<file path="config.mk">
export PLATFORM = sky130hd
export DESIGN_NAME = i2c_master_byte_engine_flat
export DESIGN_NICKNAME = d
export VERILOG_FILES = /design/src/sv/i2cmb_pkg.sv /design/src/sv/i2cmb_if.sv /design/src/sv/i2cmb_front.sv /design/src/sv/i2cmb_queue.sv /design/src/sv/i2cmb_back.sv /design/src/sv/i2c_master_byte_engine.sv /design/src/flat_wrapper.sv
export SDC_FILE = /design/constraint.sdc
export NUM_CORES = 1
export LEC_CHECK = 0
export BUFFER_PORTS_ARGS = -buffer_cell sky130_fd_sc_hd__buf_4
export CORE_UTILIZATION = 55
export DETAILED_ROUTE_END_ITERATION = 6
export PLACE_DENSITY = 0.78
export SYNTH_ARGS = -nofsm -noshare
export SYNTH_HDL_FRONTEND = slang
export SYNTH_SLANG_ARGS = --single-unit
export TNS_END_PERCENT = 100
</file>
<file path="constraint.sdc">
create_clock -name clk -period 4.2 [get_ports clk]
set_input_delay 0.84 -clock clk [delete_from_list [all_inputs] [get_ports clk]]
set_output_delay 0.84 -clock clk [all_outputs]
set_load 0.05 [all_outputs]
</file>
<file path="src/sv/i2cmb_pkg.sv">
// shared types and constants of the i2c master byte engine
`timescale 1ns / 1ps
`default_nettype none

package i2cmb_pkg;

    localparam int TIMER_WIDTH_DEFAULT   = 8;
    localparam int STRETCH_WIDTH_DEFAULT = 16;
    localparam int QUEUE_DEPTH_DEFAULT   = 2;
    localparam int CFG_ADDR_WIDTH        = 3;
    localparam int CFG_DATA_WIDTH        = 32;

    localparam logic [7:0]  HALF_PERIOD_RESET   = 8'd5;
    localparam logic [15:0] STRETCH_LIMIT_RESET = 16'd1000;
    localparam logic [7:0]  ZERO_HALF_TICKS     = 8'd5;
    localparam logic [3:0]  BITS_PER_BYTE       = 4'd8;

    localparam logic [2:0] OP_NONE    = 3'd0;
    localparam logic [2:0] OP_START   = 3'd1;
    localparam logic [2:0] OP_STOP    = 3'd2;
    localparam logic [2:0] OP_WR_BYTE = 3'd3;
    localparam logic [2:0] OP_READ    = 3'd4;

    typedef enum logic {
        REG_HALF_PERIOD   = 1'b0,
        REG_STRETCH_LIMIT = 1'b1
    } reg_idx_t;

    typedef enum logic [2:0] {
        CMD_NONE,
        CMD_START,
        CMD_STOP,
        CMD_WRITE,
        CMD_READ
    } cmd_t;

    typedef enum logic [4:0] {
        ST_IDLE,
        ST_SRW1,
        ST_SRW2,
        ST_SD1,
        ST_SD2,
        ST_PD0,
        ST_PRW1,
        ST_PRW2,
        ST_PD1,
        ST_WD0,
        ST_WRW1,
        ST_WRW2,
        ST_WD1,
        ST_RRW1,
        ST_RRW2,
        ST_RD1,
        ST_AD0,
        ST_ARW1,
        ST_ARW2,
        ST_AD1
    } step_t;

    typedef struct packed {
        cmd_t       cmd;
        logic [7:0] tx_byte;
        logic       send_ack;
        logic       scl_in;
        logic       sda_in;
    } item_t;

    typedef struct packed {
        logic full;
        logic valid;
    } q_status_t;

endpackage

`default_nettype wire

</file>
<file path="src/sv/i2cmb_if.sv">
// item channels of the i2c master byte engine
`timescale 1ns / 1ps
`default_nettype none

interface i2cmb_cmd_if;
    logic       valid;
    logic       ready;
    logic [2:0] operation;
    logic [7:0] tx_byte;
    logic       send_ack;
    logic       scl_in;
    logic       sda_in;

    modport source (output valid, operation, tx_byte, send_ack, scl_in, sda_in, input ready);
    modport sink   (input valid, operation, tx_byte, send_ack, scl_in, sda_in, output ready);
endinterface

interface i2cmb_res_if;
    logic       valid;
    logic       ready;
    logic       scl_pull_low;
    logic       sda_pull_low;
    logic       busy_res;
    logic       done_res;
    logic [7:0] rx_byte;
    logic       ack_received;
    logic       stretch_timeout;

    modport source (output valid, scl_pull_low, sda_pull_low, busy_res, done_res, rx_byte,
                    ack_received, stretch_timeout, input ready);
    modport sink   (input valid, scl_pull_low, sda_pull_low, busy_res, done_res, rx_byte,
                    ack_received, stretch_timeout, output ready);
endinterface

`default_nettype wire

</file>
<file path="src/sv/i2cmb_front.sv">
// front end: takes tick items and classifies the command field
`timescale 1ns / 1ps
`default_nettype none

module i2cmb_front (
    i2cmb_cmd_if.sink          cmd_ch,
    input  i2cmb_pkg::q_status_t q_status,
    output logic               push,
    output i2cmb_pkg::item_t   item
);

    i2cmb_pkg::cmd_t cmd;

    always_comb
    begin
        case (cmd_ch.operation)
            i2cmb_pkg::OP_START:   cmd = i2cmb_pkg::CMD_START;
            i2cmb_pkg::OP_STOP:    cmd = i2cmb_pkg::CMD_STOP;
            i2cmb_pkg::OP_WR_BYTE: cmd = i2cmb_pkg::CMD_WRITE;
            i2cmb_pkg::OP_READ:    cmd = i2cmb_pkg::CMD_READ;
            default:               cmd = i2cmb_pkg::CMD_NONE;
        endcase
    end

    assign cmd_ch.ready  = !q_status.full;
    assign push          = cmd_ch.valid && !q_status.full;
    assign item.cmd      = cmd;
    assign item.tx_byte  = cmd_ch.tx_byte;
    assign item.send_ack = cmd_ch.send_ack;
    assign item.scl_in   = cmd_ch.scl_in;
    assign item.sda_in   = cmd_ch.sda_in;

endmodule

`default_nettype wire

</file>
<file path="src/sv/i2cmb_queue.sv">
// short queue of classified items between front and back
`timescale 1ns / 1ps
`default_nettype none

module i2cmb_queue #(
    parameter int DEPTH = i2cmb_pkg::QUEUE_DEPTH_DEFAULT
) (
    input  logic                   clk,
    input  logic                   rst_n,
    input  logic                   push,
    input  i2cmb_pkg::item_t       push_item,
    input  logic                   pop,
    output i2cmb_pkg::q_status_t   status,
    output i2cmb_pkg::item_t       head
);

    localparam int PTR_W = (DEPTH > 1) ? $clog2(DEPTH) : 1;
    localparam int CNT_W = $clog2(DEPTH + 1);

    i2cmb_pkg::item_t mem [DEPTH];

    logic [PTR_W-1:0] wr_ptr_reg, wr_ptr_next;
    logic [PTR_W-1:0] rd_ptr_reg, rd_ptr_next;
    logic [CNT_W-1:0] count_reg, count_next;
    logic             do_push, do_pop;

    assign status.full  = (count_reg == CNT_W'(DEPTH));
    assign status.valid = (count_reg != '0);
    assign head         = mem[rd_ptr_reg];
    assign do_push      = push && !status.full;
    assign do_pop       = pop && status.valid;

    always_comb
    begin
        wr_ptr_next = wr_ptr_reg;
        rd_ptr_next = rd_ptr_reg;
        count_next  = count_reg;
        if (do_push)
        begin
            wr_ptr_next = (wr_ptr_reg == PTR_W'(DEPTH - 1)) ? '0 : wr_ptr_reg + PTR_W'(1);
        end
        if (do_pop)
        begin
            rd_ptr_next = (rd_ptr_reg == PTR_W'(DEPTH - 1)) ? '0 : rd_ptr_reg + PTR_W'(1);
        end
        if (do_push && !do_pop)
        begin
            count_next = count_reg + CNT_W'(1);
        end
        else if (do_pop && !do_push)
        begin
            count_next = count_reg - CNT_W'(1);
        end
    end

    always_ff @(posedge clk or negedge rst_n)
    begin
        if (!rst_n)
        begin
            wr_ptr_reg <= '0;
            rd_ptr_reg <= '0;
            count_reg  <= '0;
        end
        else
        begin
            wr_ptr_reg <= wr_ptr_next;
            rd_ptr_reg <= rd_ptr_next;
            count_reg  <= count_next;
        end
    end

    always_ff @(posedge clk)
    begin
        if (do_push)
        begin
            mem[wr_ptr_reg] <= push_item;
        end
    end

endmodule

`default_nettype wire

</file>
<file path="src/sv/i2cmb_back.sv">
// back end: bit sequencer with stretch timeout and result register
`timescale 1ns / 1ps
`default_nettype none

module i2cmb_back #(
    parameter int TIMER_WIDTH   = i2cmb_pkg::TIMER_WIDTH_DEFAULT,
    parameter int STRETCH_WIDTH = i2cmb_pkg::STRETCH_WIDTH_DEFAULT
) (
    input  logic                      clk,
    input  logic                      rst_n,
    input  i2cmb_pkg::q_status_t      q_status,
    input  i2cmb_pkg::item_t          q_item,
    output logic                      q_pop,
    input  logic [TIMER_WIDTH-1:0]    half_ticks,
    input  logic [STRETCH_WIDTH-1:0]  stretch_lim,
    i2cmb_res_if.source               res_ch
);

    i2cmb_pkg::step_t step_reg, step_next;
    logic [3:0]               bit_reg, bit_next;
    logic [7:0]               shift_reg, shift_next;
    logic [TIMER_WIDTH-1:0]   timer_reg, timer_next;
    logic [STRETCH_WIDTH-1:0] cnt_reg, cnt_next;
    logic                     scl_drive_reg, scl_drive_next;
    logic                     sda_drive_reg, sda_drive_next;
    logic                     ack_choice_reg, ack_choice_next;
    logic [7:0]               rx_hold_reg, rx_hold_next;
    logic                     ack_hold_reg, ack_hold_next;
    logic                     timeout_reg, timeout_next;
    logic                     done_reg, done_next;
    logic                     out_valid_reg, out_valid_next;
    logic                     fire;

    assign fire  = q_status.valid && (!out_valid_reg || res_ch.ready);
    assign q_pop = fire;

    always_comb
    begin
        out_valid_next = out_valid_reg;
        if (fire)
        begin
            out_valid_next = 1'b1;
        end
        else if (res_ch.ready)
        begin
            out_valid_next = 1'b0;
        end
    end

    // next state of the sequencer for the tick at the queue head
    always_comb
    begin : engine_next
        logic                     stretched;
        logic                     rw_fail;
        logic                     rw_wait;
        logic [STRETCH_WIDTH-1:0] rw_cnt;

        step_next       = step_reg;
        bit_next        = bit_reg;
        shift_next      = shift_reg;
        timer_next      = timer_reg;
        cnt_next        = cnt_reg;
        scl_drive_next  = scl_drive_reg;
        sda_drive_next  = sda_drive_reg;
        ack_choice_next = ack_choice_reg;
        rx_hold_next    = rx_hold_reg;
        ack_hold_next   = ack_hold_reg;
        timeout_next    = timeout_reg;
        done_next       = 1'b0;

        stretched = (step_reg inside {i2cmb_pkg::ST_SRW2, i2cmb_pkg::ST_PRW2,
                                      i2cmb_pkg::ST_WRW2, i2cmb_pkg::ST_RRW2,
                                      i2cmb_pkg::ST_ARW2});
        rw_fail   = stretched && (cnt_reg >= stretch_lim);
        rw_wait   = !rw_fail && !q_item.scl_in;
        rw_cnt    = (stretched && !rw_fail) ? cnt_reg + STRETCH_WIDTH'(1) : cnt_reg;

        if (step_reg == i2cmb_pkg::ST_IDLE)
        begin
            if (q_item.cmd != i2cmb_pkg::CMD_NONE)
            begin
                timeout_next = 1'b0;
                bit_next     = '0;
                timer_next   = half_ticks;
            end
            case (q_item.cmd)
                i2cmb_pkg::CMD_START:
                begin
                    sda_drive_next = 1'b0;
                    scl_drive_next = 1'b0;
                    cnt_next       = '0;
                    step_next      = i2cmb_pkg::ST_SRW1;
                end
                i2cmb_pkg::CMD_STOP:
                begin
                    sda_drive_next = 1'b1;
                    step_next      = i2cmb_pkg::ST_PD0;
                end
                i2cmb_pkg::CMD_WRITE:
                begin
                    ack_hold_next  = 1'b0;
                    sda_drive_next = !q_item.tx_byte[7];
                    shift_next     = {q_item.tx_byte[6:0], 1'b0};
                    step_next      = i2cmb_pkg::ST_WD0;
                end
                i2cmb_pkg::CMD_READ:
                begin
                    ack_choice_next = q_item.send_ack;
                    shift_next      = '0;
                    sda_drive_next  = 1'b0;
                    scl_drive_next  = 1'b0;
                    cnt_next        = '0;
                    step_next       = i2cmb_pkg::ST_RRW1;
                end
                default:
                begin
                    step_next = i2cmb_pkg::ST_IDLE;
                end
            endcase
        end
        else if (timer_reg > TIMER_WIDTH'(1))
        begin
            timer_next = timer_reg - TIMER_WIDTH'(1);
        end
        else
        begin
            timer_next = half_ticks;
            case (step_reg)
                i2cmb_pkg::ST_SRW1, i2cmb_pkg::ST_SRW2:
                begin
                    cnt_next = rw_cnt;
                    if (rw_wait)
                    begin
                        step_next = i2cmb_pkg::ST_SRW2;
                    end
                    else
                    begin
                        timeout_next   = timeout_reg | rw_fail;
                        sda_drive_next = 1'b1;
                        step_next      = i2cmb_pkg::ST_SD1;
                    end
                end
                i2cmb_pkg::ST_SD1:
                begin
                    scl_drive_next = 1'b1;
                    step_next      = i2cmb_pkg::ST_SD2;
                end
                i2cmb_pkg::ST_PD0:
                begin
                    scl_drive_next = 1'b0;
                    cnt_next       = '0;
                    step_next      = i2cmb_pkg::ST_PRW1;
                end
                i2cmb_pkg::ST_PRW1, i2cmb_pkg::ST_PRW2:
                begin
                    cnt_next = rw_cnt;
                    if (rw_wait)
                    begin
                        step_next = i2cmb_pkg::ST_PRW2;
                    end
                    else
                    begin
                        timeout_next   = timeout_reg | rw_fail;
                        sda_drive_next = 1'b0;
                        step_next      = i2cmb_pkg::ST_PD1;
                    end
                end
                i2cmb_pkg::ST_WD0:
                begin
                    scl_drive_next = 1'b0;
                    cnt_next       = '0;
                    step_next      = i2cmb_pkg::ST_WRW1;
                end
                i2cmb_pkg::ST_WRW1, i2cmb_pkg::ST_WRW2:
                begin
                    cnt_next = rw_cnt;
                    if (rw_wait)
                    begin
                        step_next = i2cmb_pkg::ST_WRW2;
                    end
                    else if (rw_fail)
                    begin
                        timeout_next  = 1'b1;
                        ack_hold_next = 1'b0;
                        step_next     = i2cmb_pkg::ST_IDLE;
                        timer_next    = '0;
                        done_next     = 1'b1;
                    end
                    else
                    begin
                        if (bit_reg >= i2cmb_pkg::BITS_PER_BYTE)
                        begin
                            ack_hold_next = !q_item.sda_in;
                        end
                        scl_drive_next = 1'b1;
                        step_next      = i2cmb_pkg::ST_WD1;
                    end
                end
                i2cmb_pkg::ST_WD1:
                begin
                    if (bit_reg >= i2cmb_pkg::BITS_PER_BYTE)
                    begin
                        step_next  = i2cmb_pkg::ST_IDLE;
                        timer_next = '0;
                        done_next  = 1'b1;
                    end
                    else
                    begin
                        bit_next  = bit_reg + 4'd1;
                        step_next = i2cmb_pkg::ST_WD0;
                        if (bit_reg < i2cmb_pkg::BITS_PER_BYTE - 4'd1)
                        begin
                            sda_drive_next = !shift_reg[7];
                            shift_next     = {shift_reg[6:0], 1'b0};
                        end
                        else
                        begin
                            sda_drive_next = 1'b0;
                        end
                    end
                end
                i2cmb_pkg::ST_RRW1, i2cmb_pkg::ST_RRW2:
                begin
                    cnt_next = rw_cnt;
                    if (rw_wait)
                    begin
                        step_next = i2cmb_pkg::ST_RRW2;
                    end
                    else if (rw_fail)
                    begin
                        timeout_next = 1'b1;
                        rx_hold_next = shift_reg;
                        step_next    = i2cmb_pkg::ST_IDLE;
                        timer_next   = '0;
                        done_next    = 1'b1;
                    end
                    else
                    begin
                        shift_next     = {shift_reg[7:1], shift_reg[0] | q_item.sda_in};
                        scl_drive_next = 1'b1;
                        step_next      = i2cmb_pkg::ST_RD1;
                    end
                end
                i2cmb_pkg::ST_RD1:
                begin
                    bit_next = bit_reg + 4'd1;
                    if (bit_reg < i2cmb_pkg::BITS_PER_BYTE - 4'd1)
                    begin
                        shift_next     = {shift_reg[6:0], 1'b0};
                        scl_drive_next = 1'b0;
                        cnt_next       = '0;
                        step_next      = i2cmb_pkg::ST_RRW1;
                    end
                    else
                    begin
                        sda_drive_next = ack_choice_reg;
                        step_next      = i2cmb_pkg::ST_AD0;
                    end
                end
                i2cmb_pkg::ST_AD0:
                begin
                    scl_drive_next = 1'b0;
                    cnt_next       = '0;
                    step_next      = i2cmb_pkg::ST_ARW1;
                end
                i2cmb_pkg::ST_ARW1, i2cmb_pkg::ST_ARW2:
                begin
                    cnt_next = rw_cnt;
                    if (rw_wait)
                    begin
                        step_next = i2cmb_pkg::ST_ARW2;
                    end
                    else
                    begin
                        timeout_next   = timeout_reg | rw_fail;
                        scl_drive_next = 1'b1;
                        step_next      = i2cmb_pkg::ST_AD1;
                    end
                end
                i2cmb_pkg::ST_AD1:
                begin
                    sda_drive_next = 1'b0;
                    rx_hold_next   = shift_reg;
                    step_next      = i2cmb_pkg::ST_IDLE;
                    timer_next     = '0;
                    done_next      = 1'b1;
                end
                default:
                begin
                    step_next  = i2cmb_pkg::ST_IDLE;
                    timer_next = '0;
                    done_next  = 1'b1;
                end
            endcase
        end
    end

    // result item taken from the state after the tick
    always_comb
    begin
        res_ch.valid           = out_valid_reg;
        res_ch.scl_pull_low    = scl_drive_reg;
        res_ch.sda_pull_low    = sda_drive_reg;
        res_ch.busy_res        = (step_reg != i2cmb_pkg::ST_IDLE);
        res_ch.done_res        = done_reg;
        res_ch.rx_byte         = rx_hold_reg;
        res_ch.ack_received    = ack_hold_reg;
        res_ch.stretch_timeout = timeout_reg;
    end

    always_ff @(posedge clk or negedge rst_n)
    begin
        if (!rst_n)
        begin
            step_reg       <= i2cmb_pkg::ST_IDLE;
            bit_reg        <= '0;
            shift_reg      <= '0;
            timer_reg      <= '0;
            cnt_reg        <= '0;
            scl_drive_reg  <= 1'b0;
            sda_drive_reg  <= 1'b0;
            ack_choice_reg <= 1'b0;
            rx_hold_reg    <= '0;
            ack_hold_reg   <= 1'b0;
            timeout_reg    <= 1'b0;
            done_reg       <= 1'b0;
            out_valid_reg  <= 1'b0;
        end
        else
        begin
            out_valid_reg <= out_valid_next;
            if (fire)
            begin
                step_reg       <= step_next;
                bit_reg        <= bit_next;
                shift_reg      <= shift_next;
                timer_reg      <= timer_next;
                cnt_reg        <= cnt_next;
                scl_drive_reg  <= scl_drive_next;
                sda_drive_reg  <= sda_drive_next;
                ack_choice_reg <= ack_choice_next;
                rx_hold_reg    <= rx_hold_next;
                ack_hold_reg   <= ack_hold_next;
                timeout_reg    <= timeout_next;
                done_reg       <= done_next;
            end
        end
    end

    a_done_idle: assert property (@(posedge clk) disable iff (!rst_n)
        done_reg |-> (step_reg == i2cmb_pkg::ST_IDLE))
        else $error("done pulse while a command is still running");

    a_idle_timer: assert property (@(posedge clk) disable iff (!rst_n)
        (step_reg == i2cmb_pkg::ST_IDLE) |-> (timer_reg == '0))
        else $error("half period timer left running in idle");

    a_bit_range: assert property (@(posedge clk) disable iff (!rst_n)
        bit_reg <= i2cmb_pkg::BITS_PER_BYTE)
        else $error("bit index past the ack bit");

    a_fire_result: assert property (@(posedge clk) disable iff (!rst_n)
        fire |=> out_valid_reg)
        else $error("processed tick produced no result item");

endmodule

`default_nettype wire

</file>
<file path="src/sv/i2c_master_byte_engine.sv">
// top level of the i2c master byte engine with apb register port
// a result item is held in a register that is loaded when its tick item is taken
// throughput: one tick item per cycle while the result channel does not stall
// the two-entry queue lets intake continue for two items while results stall
// reset: asynchronous active-low, clears sequencer, queue and result holds;
// half period returns to 5 ticks and stretch limit to 1000
`timescale 1ns / 1ps
`default_nettype none

module i2c_master_byte_engine #(
    parameter int TIMER_WIDTH   = i2cmb_pkg::TIMER_WIDTH_DEFAULT,
    parameter int STRETCH_WIDTH = i2cmb_pkg::STRETCH_WIDTH_DEFAULT,
    parameter int QUEUE_DEPTH   = i2cmb_pkg::QUEUE_DEPTH_DEFAULT
) (
    input  logic                                 clk,
    input  logic                                 rst_n,
    i2cmb_cmd_if.sink                            cmd_ch,
    i2cmb_res_if.source                          res_ch,
    input  logic                                 psel,
    input  logic                                 penable,
    input  logic                                 pwrite,
    input  logic [i2cmb_pkg::CFG_ADDR_WIDTH-1:0] paddr,
    input  logic [i2cmb_pkg::CFG_DATA_WIDTH-1:0] pwdata,
    output logic [i2cmb_pkg::CFG_DATA_WIDTH-1:0] prdata,
    output logic                                 pready
);

    localparam int TMAX = (1 << TIMER_WIDTH) - 1;
    localparam int SMAX = (1 << STRETCH_WIDTH) - 1;

    logic [7:0]               half_period_reg;
    logic [15:0]              stretch_limit_reg;
    logic [7:0]               half_raw;
    logic [TIMER_WIDTH-1:0]   half_ticks;
    logic [STRETCH_WIDTH-1:0] stretch_lim;
    i2cmb_pkg::reg_idx_t      reg_idx;
    logic                     cfg_write;

    i2cmb_pkg::q_status_t     q_status;
    i2cmb_pkg::item_t         push_item;
    i2cmb_pkg::item_t         head_item;
    logic                     push;
    logic                     pop;

    assign pready    = 1'b1;
    assign reg_idx   = i2cmb_pkg::reg_idx_t'(paddr[2]);
    assign cfg_write = psel && penable && pwrite && pready;

    always_ff @(posedge clk or negedge rst_n)
    begin
        if (!rst_n)
        begin
            half_period_reg   <= i2cmb_pkg::HALF_PERIOD_RESET;
            stretch_limit_reg <= i2cmb_pkg::STRETCH_LIMIT_RESET;
        end
        else if (cfg_write)
        begin
            case (reg_idx)
                i2cmb_pkg::REG_HALF_PERIOD:   half_period_reg   <= pwdata[7:0];
                i2cmb_pkg::REG_STRETCH_LIMIT: stretch_limit_reg <= pwdata[15:0];
                default:                      half_period_reg   <= half_period_reg;
            endcase
        end
    end

    always_comb
    begin
        case (reg_idx)
            i2cmb_pkg::REG_HALF_PERIOD:   prdata = 32'(half_period_reg);
            i2cmb_pkg::REG_STRETCH_LIMIT: prdata = 32'(stretch_limit_reg);
            default:                      prdata = '0;
        endcase
    end

    // zero half period means default, then saturate to counter ranges
    assign half_raw    = (half_period_reg == 8'd0) ? i2cmb_pkg::ZERO_HALF_TICKS : half_period_reg;
    assign half_ticks  = (32'(half_raw) > 32'(TMAX)) ? TIMER_WIDTH'(TMAX)
                                                      : TIMER_WIDTH'(half_raw);
    assign stretch_lim = (32'(stretch_limit_reg) > 32'(SMAX)) ? STRETCH_WIDTH'(SMAX)
                                                                : STRETCH_WIDTH'(stretch_limit_reg);

    i2cmb_front u_front (
        .cmd_ch   (cmd_ch),
        .q_status (q_status),
        .push     (push),
        .item     (push_item)
    );

    i2cmb_queue #(
        .DEPTH (QUEUE_DEPTH)
    ) u_queue (
        .clk       (clk),
        .rst_n     (rst_n),
        .push      (push),
        .push_item (push_item),
        .pop       (pop),
        .status    (q_status),
        .head      (head_item)
    );

    i2cmb_back #(
        .TIMER_WIDTH   (TIMER_WIDTH),
        .STRETCH_WIDTH (STRETCH_WIDTH)
    ) u_back (
        .clk         (clk),
        .rst_n       (rst_n),
        .q_status    (q_status),
        .q_item      (head_item),
        .q_pop       (pop),
        .half_ticks  (half_ticks),
        .stretch_lim (stretch_lim),
        .res_ch      (res_ch)
    );

endmodule

`default_nettype wire
</file>
<file path="src/flat_wrapper.sv">
// flat-port wrapper written by rule: the top's interface ports become plain ports
module i2c_master_byte_engine_flat 
#(
    parameter int TIMER_WIDTH   = i2cmb_pkg::TIMER_WIDTH_DEFAULT,
    parameter int STRETCH_WIDTH = i2cmb_pkg::STRETCH_WIDTH_DEFAULT,
    parameter int QUEUE_DEPTH   = i2cmb_pkg::QUEUE_DEPTH_DEFAULT
)
  (clk, rst_n, psel, penable, pwrite, paddr, pwdata, prdata, pready, cmd_ch_valid, cmd_ch_operation, cmd_ch_tx_byte, cmd_ch_send_ack, cmd_ch_scl_in, cmd_ch_sda_in, cmd_ch_ready, res_ch_valid, res_ch_scl_pull_low, res_ch_sda_pull_low, res_ch_busy_res, res_ch_done_res, res_ch_rx_byte, res_ch_ack_received, res_ch_stretch_timeout, res_ch_ready);
  i2cmb_cmd_if cmd_ch_i ();
  i2cmb_res_if res_ch_i ();
  input  logic clk;
  input  logic rst_n;
  input  logic psel;
  input  logic penable;
  input  logic pwrite;
  input  logic [i2cmb_pkg::CFG_ADDR_WIDTH-1:0] paddr;
  input  logic [i2cmb_pkg::CFG_DATA_WIDTH-1:0] pwdata;
  output logic [i2cmb_pkg::CFG_DATA_WIDTH-1:0] prdata;
  output logic pready;
  input wire logic [$bits(cmd_ch_i.valid)-1:0] cmd_ch_valid;
  input wire logic [$bits(cmd_ch_i.operation)-1:0] cmd_ch_operation;
  input wire logic [$bits(cmd_ch_i.tx_byte)-1:0] cmd_ch_tx_byte;
  input wire logic [$bits(cmd_ch_i.send_ack)-1:0] cmd_ch_send_ack;
  input wire logic [$bits(cmd_ch_i.scl_in)-1:0] cmd_ch_scl_in;
  input wire logic [$bits(cmd_ch_i.sda_in)-1:0] cmd_ch_sda_in;
  output wire logic [$bits(cmd_ch_i.ready)-1:0] cmd_ch_ready;
  output wire logic [$bits(res_ch_i.valid)-1:0] res_ch_valid;
  output wire logic [$bits(res_ch_i.scl_pull_low)-1:0] res_ch_scl_pull_low;
  output wire logic [$bits(res_ch_i.sda_pull_low)-1:0] res_ch_sda_pull_low;
  output wire logic [$bits(res_ch_i.busy_res)-1:0] res_ch_busy_res;
  output wire logic [$bits(res_ch_i.done_res)-1:0] res_ch_done_res;
  output wire logic [$bits(res_ch_i.rx_byte)-1:0] res_ch_rx_byte;
  output wire logic [$bits(res_ch_i.ack_received)-1:0] res_ch_ack_received;
  output wire logic [$bits(res_ch_i.stretch_timeout)-1:0] res_ch_stretch_timeout;
  input wire logic [$bits(res_ch_i.ready)-1:0] res_ch_ready;
  assign cmd_ch_i.valid = cmd_ch_valid;
  assign cmd_ch_i.operation = cmd_ch_operation;
  assign cmd_ch_i.tx_byte = cmd_ch_tx_byte;
  assign cmd_ch_i.send_ack = cmd_ch_send_ack;
  assign cmd_ch_i.scl_in = cmd_ch_scl_in;
  assign cmd_ch_i.sda_in = cmd_ch_sda_in;
  assign cmd_ch_ready = cmd_ch_i.ready;
  assign res_ch_valid = res_ch_i.valid;
  assign res_ch_scl_pull_low = res_ch_i.scl_pull_low;
  assign res_ch_sda_pull_low = res_ch_i.sda_pull_low;
  assign res_ch_busy_res = res_ch_i.busy_res;
  assign res_ch_done_res = res_ch_i.done_res;
  assign res_ch_rx_byte = res_ch_i.rx_byte;
  assign res_ch_ack_received = res_ch_i.ack_received;
  assign res_ch_stretch_timeout = res_ch_i.stretch_timeout;
  assign res_ch_i.ready = res_ch_ready;
  i2c_master_byte_engine #(.TIMER_WIDTH(TIMER_WIDTH), .STRETCH_WIDTH(STRETCH_WIDTH), .QUEUE_DEPTH(QUEUE_DEPTH)) u_core (.clk(clk), .rst_n(rst_n), .cmd_ch(cmd_ch_i), .res_ch(res_ch_i), .psel(psel), .penable(penable), .pwrite(pwrite), .paddr(paddr), .pwdata(pwdata), .prdata(prdata), .pready(pready));
endmodule
</file>
==> flow_summary_export.csv <==
group,metric,value,unit
synth,ys_seq_area_frac,0.4320,
synth,ys_ff_latch,112,
synth,syn_area,6835,sq um
placement,post-place-cells,879,
sta,period_needed,3.222,ns
clock_tree,h-tree-depth,3,
worst_setup_path,path_max_fanout,27,
worst_setup_path,start_kind,"register",
worst_setup_path,cp_cell_sequence,"or3_4 > nor2_4 > buf_4 > inv_2 > buf_4",
worst_setup_path,path_buf_inv,3,
final_layout,n_antenna_cell,0,
worst_setup_path,crit_slowest_cell,"dfrtp_1",
synth,yosysTopAreaCell,"dfrtp_1",
synth,synth_edf_count,28,
drt,dr.pass1.iters,5,
floorplan,die_h,113.5,microns
final_layout,stdcell_area,7686,sq um
clock_tree,hold_buffers,0,
global_routing,grt_max_degree,67,
placement,hpwl,10900,microns
synth,synth_area_per_cell,10.26,sq um
sta,hold_viol,0,
clock_tree,insertion_delay,0.36,ns
worst_setup_path,crit_type,"reg -> out",
worst_setup_path,r2r_slack,1.20,ns
final_layout,multi_input_area,3527,sq um
final_layout,seqCellArea,2953,sq um
sta,setup_violations,0,
final_layout,nFillCells,941,
drt,wl,15360,microns
floorplan,die_width,113.5,microns
sta,worst_clock_skew,0.008712,ns
job,max_cap_viol_count,0,
sta,worstMarginPinSlew,1.215,ns
placement,place_area,7388,sq um
pwr,leakagePower,3.344,nW
worst_setup_path,endpoint_kind,"output port",
worst_setup_path,path_common_cell,"buf_4",
floorplan,start_util,0.5667,
drt,vias,5367,
outcome,status,"completed",
clock_tree,numClockSinks,112,
global_routing,grt_pass1_vias,5211,
sta,fin_crit_sh,0.7670,
final_layout,drive_gt1_frac,0.2435,
synth,ys_async_sr_fraction,0.7500,
clock_tree,root_buffer,"clkbuf_16",
clock_tree,postCtsSetupRepairBufs,0,
final_layout,instances_no_fill,895,
synth,synth_warnings,0,
synth,synth_area_leaders,"dfrtp_1 28%, edfxtp_1 12%, mux2_2 6.4%",
worst_setup_path,required,3.36,ns
sta,tns,0,ns
pwr,power.density,599.1,nW/um^2
floorplan,dieArea,12880,sq um
drt,wire_per_inst,17.17,microns
worst_setup_path,path_delay_family,"flip-flops",
final_layout,largest_reg_flops,28,
placement,place.gp.congestion,0.9183,
drt,postRouteAntennaNets,0,
floorplan,io_pins,105,
clock_tree,clk_path_buf_depth,2,
final_layout,area.growth.synth_to_final,12.45,%
sta,report.final.slew_viol_count,0,
clock_tree,cts_resized,0,
synth,synth_cells,666,
global_routing,grtUsageTotal,0.2508,
synth,yosys.cell_types.count,88,
final_layout,final_nets,800,
placement,port_buffers,69,
clock_tree,cts_tree,"done",
global_routing,grt_pass1_wl,25650,microns
clock_tree,clk_pin_slew,0.08,ns
sta,max_freq,310.4,MHz
global_routing,antenna_found_initial,0,
pwr,power,4.605,mW
drt,first_iter_violations,328,
synth,synth_flop_cell,"dfrtp_1",
worst_setup_path,max_stage_delay,0.70,ns
floorplan,rows,40,
drt,via_per_inst,5.997,
sta,rsz0062_at_grt,"false",
drt,route.detailed.drc,0,
global_routing,overflow,0,
worst_setup_path,critPathArrivalTime,2.38,ns
sta,slew_headroom,0.1873,
pwr,peakVddDrop,0.4099,mV
synth,yosysTopAreaCellShare,0.2782,
clock_tree,cts_buffers,9,
hold_path,hold_class,"reg -> reg",
floorplan,coreArea,12060,sq um
-- final timing paths --
kind | start | endpoint | cells past startpoint
max in group asynchronous | rst_n | u_core.u_back.res_ch.sda_pull_low | 2
worst min register to register | u_core.u_back.res_ch.rx_byte[7] | u_core.u_back.res_ch.rx_byte[7] | 1
worst max-delay path | u_core.u_back.step_reg[0] | res_ch_busy_res | 5
worst max register to register | u_core.u_back.step_reg[0] | u_core.u_back.cnt_reg[14] | 8
min in group asynchronous | rst_n | u_core.stretch_lim[13] | 1
worst min-delay path | u_core.u_back.res_ch.rx_byte[7] | u_core.u_back.res_ch.rx_byte[7] | 1
-- logic make-up after synthesis --
| group | synth area share |
|---|---|
| simple gates | 0.1616 |
| compound gates | 0.1847 |
| flops | 0.4320 |
| buf+inv | 0.06022 |
| mux | 0.1060 |
| fa+ha+maj | 0.04027 |
| xor+xnor | 0.01409 |
| other cells | 0.001099 |
-- per-stage QoR --
step           setup WS, ns  hold WS, ns  utilization
3_5_place_dp          1.250       0.4885       0.6126
2_1_floorplan         1.032       0.4584            -
4_1_cts               1.001       0.5049       0.6372
5_1_grt              0.9025       0.5258       0.6372
6_report             0.9784       0.5025       0.6372
3_3_place_gp          1.339       0.4770       0.6126
-- per-layer routing --
layer	vias to the layer above	share of wire	GRT usage
met4	0	0.0089	0.06754
met2	188	0.50	0.4179
met3	13	0.058	0.05154
met1	2628	0.43	0.3333
met5	-	0	0
li1	2538	-	-
-- layout make-up --
cell class              instances  area share
multi-input cells             488      0.4589
flip-flops and latches        112      0.3842
repair buffers                 75     0.07325
clock buffers                   9     0.02930
well taps                     168     0.02735
inverters                      36     0.01758
clock inverters                 7    0.009442
-- Yosys cell counts, types with 7 or more instances --
cell type / number
dfrtp_1: 76
nand2_1: 57
o21ai_0: 41
mux2_2: 39
inv_1: 35
a21oi_1: 33
nor2_1: 32
edfxtp_1: 28
nand3_1: 24
ha_1: 22
buf_4: 19
nor3_1: 19
mux2i_1: 14
buf_2: 11
a31oi_1: 9
and2_1: 9
and3_1: 9
clkbuf_1: 9
o211ai_1: 9
a21o_1: 8
dfstp_2: 8
mux2_4: 8
xnor2_1: 7
-- placed cells by master, fill, tap and decap left out, types with 9 or more instances in the layout --
master	netlist	layout
a21oi_1	33	33
a31oi_1	9	9
and2_1	9	9
and3_1	9	9
buf_4	19	75
clkbuf_16	0	9
conb_1	2	17
dfrtp_1	76	76
edfxtp_1	28	28
ha_1	22	22
inv_1	35	35
mux2_2	39	39
mux2i_1	14	14
nand2_1	57	57
nand3_1	24	24
nor2_1	32	32
nor3_1	19	19
o211ai_1	9	9
o21ai_0	41	41
-- where the power goes --
| part | internal [mW] | switching, mW |
|---|---|---|
| logic | 0.782 | 1.30 |
| clock network | 0.422 | 0.439 |
| registers | 1.40 | 0.254 |
No activity file was read; power rests on OpenSTA's default activity.
